## src/rtl/shc_pkg.sv

```systemverilog
// shared constants and round functions for the sha-256 hash core
// no dependencies; imported by sha256_hash_core
package shc_pkg;

   localparam int unsigned WordWidth  = 32;
   localparam int unsigned HashWords  = 8;
   localparam int unsigned WindowLen  = 16;
   localparam int unsigned RoundCount = 64;
   localparam int unsigned ByteCntW   = 61;

   localparam logic [2:0] BytesFull   = 3'd4;
   localparam logic [3:0] LenHiSlot   = 4'd14;
   localparam logic [3:0] LastSlot    = 4'd15;
   localparam logic [5:0] LastRound   = 6'd63;
   localparam logic [2:0] LastDigest  = 3'd7;

   localparam logic [WordWidth-1:0] PadMarkWord = 32'h8000_0000;

   localparam logic [WordWidth-1:0] INIT_HASH [HashWords] = '{
      32'h6a09e667, 32'hbb67ae85, 32'h3c6ef372, 32'ha54ff53a,
      32'h510e527f, 32'h9b05688c, 32'h1f83d9ab, 32'h5be0cd19
   };

   localparam logic [WordWidth-1:0] ROUND_K [RoundCount] = '{
      32'h428a2f98, 32'h71374491, 32'hb5c0fbcf, 32'he9b5dba5,
      32'h3956c25b, 32'h59f111f1, 32'h923f82a4, 32'hab1c5ed5,
      32'hd807aa98, 32'h12835b01, 32'h243185be, 32'h550c7dc3,
      32'h72be5d74, 32'h80deb1fe, 32'h9bdc06a7, 32'hc19bf174,
      32'he49b69c1, 32'hefbe4786, 32'h0fc19dc6, 32'h240ca1cc,
      32'h2de92c6f, 32'h4a7484aa, 32'h5cb0a9dc, 32'h76f988da,
      32'h983e5152, 32'ha831c66d, 32'hb00327c8, 32'hbf597fc7,
      32'hc6e00bf3, 32'hd5a79147, 32'h06ca6351, 32'h14292967,
      32'h27b70a85, 32'h2e1b2138, 32'h4d2c6dfc, 32'h53380d13,
      32'h650a7354, 32'h766a0abb, 32'h81c2c92e, 32'h92722c85,
      32'ha2bfe8a1, 32'ha81a664b, 32'hc24b8b70, 32'hc76c51a3,
      32'hd192e819, 32'hd6990624, 32'hf40e3585, 32'h106aa070,
      32'h19a4c116, 32'h1e376c08, 32'h2748774c, 32'h34b0bcb5,
      32'h391c0cb3, 32'h4ed8aa4a, 32'h5b9cca4f, 32'h682e6ff3,
      32'h748f82ee, 32'h78a5636f, 32'h84c87814, 32'h8cc70208,
      32'h90befffa, 32'ha4506ceb, 32'hbef9a3f7, 32'hc67178f2
   };

   function automatic logic [WordWidth-1:0] big_sigma0(input logic [WordWidth-1:0] x);
      big_sigma0 = {x[1:0], x[31:2]} ^ {x[12:0], x[31:13]} ^ {x[21:0], x[31:22]};
   endfunction

   function automatic logic [WordWidth-1:0] big_sigma1(input logic [WordWidth-1:0] x);
      big_sigma1 = {x[5:0], x[31:6]} ^ {x[10:0], x[31:11]} ^ {x[24:0], x[31:25]};
   endfunction

   function automatic logic [WordWidth-1:0] small_sigma0(input logic [WordWidth-1:0] x);
      small_sigma0 = {x[6:0], x[31:7]} ^ {x[17:0], x[31:18]} ^ {3'b000, x[31:3]};
   endfunction

   function automatic logic [WordWidth-1:0] small_sigma1(input logic [WordWidth-1:0] x);
      small_sigma1 = {x[16:0], x[31:17]} ^ {x[18:0], x[31:19]} ^ {10'd0, x[31:10]};
   endfunction

endpackage

```

## src/rtl/sha256_hash_core.sv

```systemverilog
// sha-256 hash core: word intake, padding sequencer, one-round-per-cycle compression
// depends on shc_pkg (constants, round constants, sigma functions)
//
// usage
//  req channel: one big-endian 32-bit word per beat, first byte in bits 31..24.
//  req_valid_bytes counts the leading valid bytes and only matters with
//  req_message_end; values above 4 act as 4, and 0 ends the message before
//  the word. bytes past the valid ones are ignored.
//  rsp channel: eight digest words per message, rsp_word_index 0 (H0) to 7,
//  rsp_last_word set on the eighth.
// flow
//  an ordinary word goes straight into the schedule window; the word that fills
//  a 16-word block is followed by 64 rounds in the single round unit and the
//  hash update, and no word is taken until they are done. the end word is
//  followed by up to 17 padding words and one or two block compressions, then
//  eight digest beats.
// reset clears the sequencer, byte count and block position and loads the
// initial hash. while digest beats wait on rsp_ready the core holds them and
// takes no new word; the next message starts after the last beat.
module sha256_hash_core
   import shc_pkg::*;
(
   input  logic                 clock,
   input  logic                 reset,
   input  logic                 req_valid,
   output logic                 req_ready,
   input  logic [WordWidth-1:0] req_data_word,
   input  logic [2:0]           req_valid_bytes,
   input  logic                 req_message_end,
   output logic                 rsp_valid,
   input  logic                 rsp_ready,
   output logic [WordWidth-1:0] rsp_digest_word,
   output logic [2:0]           rsp_word_index,
   output logic                 rsp_last_word
);

   typedef enum logic [2:0] {
      ST_IDLE,
      ST_PAD,
      ST_COMPRESS,
      ST_UPDATE,
      ST_OUTPUT
   } state_type;

   typedef enum logic [2:0] {
      PH_NONE,
      PH_MARK,
      PH_ZERO,
      PH_LEN_LO,
      PH_DONE
   } phase_type;

   state_type             state_ff, state_in;
   phase_type             phase_ff, phase_in;
   logic [3:0]            wib_ff, wib_in;
   logic [5:0]            round_ff, round_in;
   logic [2:0]            idx_ff, idx_in;
   logic [ByteCntW-1:0]   bytes_ff, bytes_in;
   logic [WordWidth-1:0]  hash_ff [HashWords];
   logic [WordWidth-1:0]  vars_ff [HashWords];
   logic [WordWidth-1:0]  window_ff [WindowLen];

   logic                  push_en;
   logic [WordWidth-1:0]  push_data;
   logic                  load_vars;
   logic                  hash_update;
   logic                  hash_restart;
   logic [2:0]            end_bytes;
   logic [WordWidth-1:0]  end_word;
   logic [WordWidth-1:0]  t1;
   logic [WordWidth-1:0]  t2;
   logic [WordWidth-1:0]  sched_next;
   logic [WordWidth-1:0]  len_hi;
   logic [WordWidth-1:0]  len_lo;

   assign end_bytes = (req_valid_bytes > BytesFull) ? BytesFull : req_valid_bytes;
   assign len_hi    = bytes_ff[60:29];
   assign len_lo    = {bytes_ff[28:0], 3'b000};

   // keep the valid bytes and drop the pad marker after them; a full word stays as is
   always_comb begin
      unique case (end_bytes)
         3'd0:    end_word = PadMarkWord;
         3'd1:    end_word = {req_data_word[31:24], 24'h80_0000};
         3'd2:    end_word = {req_data_word[31:16], 16'h8000};
         3'd3:    end_word = {req_data_word[31:8], 8'h80};
         default: end_word = req_data_word;
      endcase
   end

   always_comb begin
      state_in     = state_ff;
      phase_in     = phase_ff;
      wib_in       = wib_ff;
      round_in     = round_ff;
      idx_in       = idx_ff;
      bytes_in     = bytes_ff;
      push_en      = 1'b0;
      push_data    = '0;
      load_vars    = 1'b0;
      hash_update  = 1'b0;
      hash_restart = 1'b0;

      unique case (state_ff)
         ST_IDLE: begin
            if (req_valid) begin
               push_en = 1'b1;
               if (!req_message_end) begin
                  push_data = req_data_word;
                  bytes_in  = bytes_ff + ByteCntW'(BytesFull);
               end else begin
                  push_data = end_word;
                  bytes_in  = bytes_ff + ByteCntW'(end_bytes);
                  phase_in  = (end_bytes == BytesFull) ? PH_MARK : PH_ZERO;
                  state_in  = ST_PAD;
               end
            end
         end
         ST_PAD: begin
            unique case (phase_ff)
               PH_MARK: begin
                  push_en   = 1'b1;
                  push_data = PadMarkWord;
                  phase_in  = PH_ZERO;
               end
               PH_ZERO: begin
                  push_en = 1'b1;
                  if (wib_ff == LenHiSlot) begin
                     push_data = len_hi;
                     phase_in  = PH_LEN_LO;
                  end
               end
               PH_LEN_LO: begin
                  push_en   = 1'b1;
                  push_data = len_lo;
                  phase_in  = PH_DONE;
               end
               default: begin
                  push_en = 1'b0;
               end
            endcase
         end
         ST_COMPRESS: begin
            round_in = round_ff + 6'd1;
            if (round_ff == LastRound) begin
               state_in = ST_UPDATE;
            end
         end
         ST_UPDATE: begin
            hash_update = 1'b1;
            priority if (phase_ff == PH_DONE) begin
               state_in = ST_OUTPUT;
               idx_in   = '0;
            end else if (phase_ff == PH_NONE) begin
               state_in = ST_IDLE;
            end else begin
               state_in = ST_PAD;
            end
         end
         ST_OUTPUT: begin
            if (rsp_ready) begin
               idx_in = idx_ff + 3'd1;
               if (idx_ff == LastDigest) begin
                  state_in     = ST_IDLE;
                  phase_in     = PH_NONE;
                  bytes_in     = '0;
                  hash_restart = 1'b1;
               end
            end
         end
         default: begin
            state_in = ST_IDLE;
         end
      endcase

      // a full block hands over to the round unit
      if (push_en) begin
         wib_in = wib_ff + 4'd1;
         if (wib_ff == LastSlot) begin
            state_in  = ST_COMPRESS;
            round_in  = '0;
            load_vars = 1'b1;
         end
      end
   end

   always_ff @(posedge clock) begin
      if (reset) begin
         state_ff <= ST_IDLE;
         phase_ff <= PH_NONE;
         wib_ff   <= '0;
         round_ff <= '0;
         idx_ff   <= '0;
         bytes_ff <= '0;
         for (int i = 0; i < HashWords; i++) begin
            hash_ff[i] <= INIT_HASH[i];
         end
      end else begin
         state_ff <= state_in;
         phase_ff <= phase_in;
         wib_ff   <= wib_in;
         round_ff <= round_in;
         idx_ff   <= idx_in;
         bytes_ff <= bytes_in;
         for (int i = 0; i < HashWords; i++) begin
            if (hash_restart) begin
               hash_ff[i] <= INIT_HASH[i];
            end else if (hash_update) begin
               hash_ff[i] <= hash_ff[i] + vars_ff[i];
            end
         end
      end
   end

   // round unit: window_ff[0] is the current schedule word
   assign sched_next = small_sigma1(window_ff[14]) + window_ff[9]
                     + small_sigma0(window_ff[1]) + window_ff[0];
   assign t1 = vars_ff[7] + big_sigma1(vars_ff[4])
             + ((vars_ff[4] & vars_ff[5]) ^ (~vars_ff[4] & vars_ff[6]))
             + ROUND_K[round_ff] + window_ff[0];
   assign t2 = big_sigma0(vars_ff[0])
             + ((vars_ff[0] & vars_ff[1]) ^ (vars_ff[0] & vars_ff[2])
                ^ (vars_ff[1] & vars_ff[2]));

   always_ff @(posedge clock) begin
      if (push_en) begin
         for (int i = 0; i < WindowLen - 1; i++) begin
            window_ff[i] <= window_ff[i+1];
         end
         window_ff[WindowLen-1] <= push_data;
      end else if (state_ff == ST_COMPRESS) begin
         for (int i = 0; i < WindowLen - 1; i++) begin
            window_ff[i] <= window_ff[i+1];
         end
         window_ff[WindowLen-1] <= sched_next;
      end

      if (load_vars) begin
         for (int i = 0; i < HashWords; i++) begin
            vars_ff[i] <= hash_ff[i];
         end
      end else if (state_ff == ST_COMPRESS) begin
         vars_ff[7] <= vars_ff[6];
         vars_ff[6] <= vars_ff[5];
         vars_ff[5] <= vars_ff[4];
         vars_ff[4] <= vars_ff[3] + t1;
         vars_ff[3] <= vars_ff[2];
         vars_ff[2] <= vars_ff[1];
         vars_ff[1] <= vars_ff[0];
         vars_ff[0] <= t1 + t2;
      end
   end

   assign req_ready       = (state_ff == ST_IDLE);
   assign rsp_valid       = (state_ff == ST_OUTPUT);
   assign rsp_digest_word = hash_ff[idx_ff];
   assign rsp_word_index  = idx_ff;
   assign rsp_last_word   = (idx_ff == LastDigest);

   // the two channels never run at once
   a_rsp_excludes_req : assert property (@(posedge clock) disable iff (reset)
      rsp_valid |-> !req_ready)
      else $error("digest beat offered while words are being taken");

   // digest only after a completed block with the length field in place
   a_output_block_aligned : assert property (@(posedge clock) disable iff (reset)
      (state_ff == ST_OUTPUT) |-> (wib_ff == '0 && phase_ff == PH_DONE))
      else $error("digest offered with a partial block");

   a_round_count_end : assert property (@(posedge clock) disable iff (reset)
      (state_ff == ST_COMPRESS && round_ff == LastRound) |=> (state_ff == ST_UPDATE))
      else $error("compression did not finish after the last round");

   // after the final beat the core starts a fresh message
   a_restart_after_digest : assert property (@(posedge clock) disable iff (reset)
      (rsp_valid && rsp_ready && rsp_last_word)
      |=> (req_ready && bytes_ff == '0 && hash_ff[0] == INIT_HASH[0]))
      else $error("core not restarted after the last digest beat");

endmodule

```

## config.mk

```make
export PLATFORM = sky130hd
export DESIGN_NAME = sha256_hash_core
export DESIGN_NICKNAME = d
export VERILOG_FILES = /design/src/rtl/shc_pkg.sv /design/src/rtl/sha256_hash_core.sv
export SDC_FILE = /design/constraint.sdc
export NUM_CORES = 2
export LEC_CHECK = 0
export BUFFER_PORTS_ARGS = -buffer_cell sky130_fd_sc_hd__buf_2
export CORE_MARGIN = 2
export CORE_UTILIZATION = 48
export CTS_BUF_LIST = sky130_fd_sc_hd__clkbuf_8
export DETAILED_ROUTE_END_ITERATION = 7
export PLACE_DENSITY_LB_ADDON = 0.05
export SLEW_MARGIN = 20
export SYNTH_ARGS = -nofsm -noshare
export SYNTH_HDL_FRONTEND = slang
export SYNTH_SLANG_ARGS = --single-unit
export TNS_END_PERCENT = 20
```

## constraint.sdc

```tcl
create_clock -name clock -period 13.94 [get_ports clock]
set_clock_uncertainty 0.2 [all_clocks]
set_input_delay 1.394 -clock clock [delete_from_list [all_inputs] [get_ports clock]]
set_output_delay 1.394 -clock clock [all_outputs]
set_load 0.01 [all_outputs]
```

==> out/metrics.cfg <==
[status]
outcome=finished clean

[worst_setup_path]
start_kind=register
r2r_cells=33
critPathMaxFanout=17
cpPeakStageDelay_ns=0.81
critPathBufInv=3
critPathCaptureType=register
cpLargestDelayFamily=adder cells
cp_common_cell=fa_1
critPathKind=register to register
worstPathArrival_ns=10.72
timing.rr.end=vars_ff[0][31]
required_ns=14.39
reg2reg_from=round_ff[1]
r2r_setup_slack_ns=3.67
critPathSlowestCell=ha_1

[sta]
fin_crit_ns=10.27
setup_tns_ns=0
drv_slew=0
post-route-period-util_pct=73.7
finalHoldViolCount=0
worst_pin_slew_ns=1.12
maxSlewHeadroom_pct=25.2
setup_viol=0
max_freq_mhz=97.3
rsz0062_at_grt=false

[cells_and_area]
area_growth_syn_to_layout_pct=8.64
final_common_cell=nand2_1
final_cell_mix=nand2_1, edfxtp_1, nor2_1
layout.nets=7127
drive_above_1_share_pct=8.74
n_fill_cell=13000

[grt]
grt_pass1_wl_um=324000
grt_max_degree=197
antenna_found_initial=11
grt_util_all_layers_pct=29.9
grt_pass1_vias=47800
gr-total-overflow=0

[cts]
cts_buffers=197
cts.path.max_buffers=3
post-cts-setup-buffers=0
clk_latency_ns=0.95
cts_tree=yes
root_buffer=clkbuf_8
cts_resized=0
htreeDepth=4
path_clk_slew_ns=0.06
cts_sinks=1107
cts-hold-fix-buffers=0

[detailed_routing]
wl_per_cell_um=25.8
drc=0
via_per_inst=5.92
wl_um=221000
dr.pass1.iters=6
drtAntennaViolNets=0
drt-initial-drc-count=5701
num_vias=50600

[hold_path]
hold_path.class=register to register
min_path_cells=0
hp-start=window_ff[0][87]
holdPathEnd=window_ff[0][55]

[synthesis]
synth.distinct_cells=97
ys_seq_area_share_pct=46.8
syn-mean-instance-area_um2=10.8
async_flop_share_pct=0
netlist_area_mm2=0.0692
synth_ff_type=edfxtp_1
ys_warn_count=0
synth_edf_count=1024
ys_ff_latch=1107
synth_nets=7047
syn-instance-count=6413

[power]
comb_power_share_pct=38.5
power.internal_mw=7.09
switching_share_pct=38.1
power_density_mw_per_mm2=153
ir_drop_mv=0.220
p_leak_nw=28.2
clockPowerShare_pct=24.5
power.total_mw=11.5
p_sw_mw=4.37
pwr-share-seq_pct=37.0

[flow_run]
maxCapViolCount=0

[die]
core_area_mm2=0.143
die_h_um=384
initial_core_util_pct=48.3
num_rows=139
fp.dieW_um=384
dieArea_mm2=0.147
io_pins=78

[placement]
io_buffers=77
hpwl_um=164000
place_congestion=0.946

## through the flow
step	cell area, µm²	instances	setup slack [ns]	util [%]	hold slack, ns
after global placement	71600	8197	3.82	50.0	0.200
final	75200	8543	3.67	52.5	0.194
after CTS	75200	8540	3.81	52.4	0.204
after global routing	75200	8542	3.09	52.5	0.200
after detailed placement	71600	8197	3.87	50.0	0.205
after floorplan	69200	6413	5.14	-	0.200
## worst max path at each step
stage	startpoint	to	slack (ns)	cells after the start
after global routing	round_ff[1]	vars_ff[0][31]	3.09	33
after floorplan	req_valid	window_ff[0][0]	5.14	4
after CTS	round_ff[1]	vars_ff[0][31]	3.81	33
final	round_ff[1]	vars_ff[0][31]	3.67	33
after detailed placement	round_ff[1]	vars_ff[0][31]	3.87	33
after global placement	round_ff[1]	vars_ff[0][31]	3.82	33
## metal layers
layer	GRT usage, %	share of wire [%]
met1	46.2	47
met3	6.27	8.5
met5	0	0.0036
met4	7.92	2.6
met2	42.1	42
## layout make-up
cell class                 count  area [µm²]  area share [%]
inverter                     253         950            1.26
tap                         1903        2380            3.17
clock inverter               142         771            1.03
clock buffer                 201        2770            3.68
antenna                        3        7.51         0.00999
multi-input combinational   4783       34900            46.4
timing repair buffer         151         978            1.30
sequential                  1107       32400            43.1
## registers in the layout, indices dropped and copies added, names as in the netlist, named ones only
| register | cells |
|---|---|
| hash_ff | 256 |
| wib_ff | 4 |
| window_ff | 512 |
| phase_ff | 3 |
| rsp_word_index | 3 |
| vars_ff | 256 |
| round_ff | 6 |
| bytes_ff | 61 |
| state_ff | 3 |
## power groups by stage
| stage | sequential, mW | combinational, mW | clock (mW) |
|---|---|---|---|
| final | 4.24 | 4.41 | 2.81 |
| after global routing | 4.26 | 4.84 | 3.03 |
| after CTS | 4.23 | 4.30 | 2.90 |
| after detailed placement | 4.30 | 4.26 | 0 |
| after global placement | 4.29 | 4.24 | 0 |
| after floorplan | 4.22 | 2.99 | 0 |
## synthesized netlist by cell type, types with 34 or more instances
cell type / instances / area (µm²)
inv_1: 253 / 950
or3_1: 51 / 319
mux4_2: 69 / 1550
clkbuf_1: 228 / 856
dfxtp_1: 83 / 1660
nand3_1: 108 / 541
o21a_1: 68 / 510
nand2_1: 1028 / 3860
nor3_1: 106 / 531
buf_1: 37 / 139
a21oi_1: 371 / 1860
xnor2_1: 385 / 3370
edfxtp_1: 1024 / 30700
mux2_2: 57 / 642
and2_1: 34 / 213
nor2b_1: 50 / 313
a31oi_1: 45 / 282
xor2_1: 205 / 1800
fa_1: 196 / 3920
nor2_1: 428 / 1610
and3_1: 38 / 238
ha_1: 398 / 4980
a211oi_1: 75 / 563
o211ai_1: 38 / 285
a21o_1: 142 / 1070
o21bai_1: 46 / 345
nand2b_1: 66 / 413
o21ai_0: 304 / 1520
## logic make-up after synthesis
group	after synthesis	share of synthesized area, %
AO/OA/AOI/OAI	1386	13.0
flip-flops	1107	46.8
XOR/XNOR	590	7.47
AND/OR/NAND/NOR	2029	12.9
adder cells (fa/ha/maj)	624	13.3
multiplexers	154	3.58
buffers and inverters	523	2.85
Note: power is estimated with default switching activity, not from simulation.
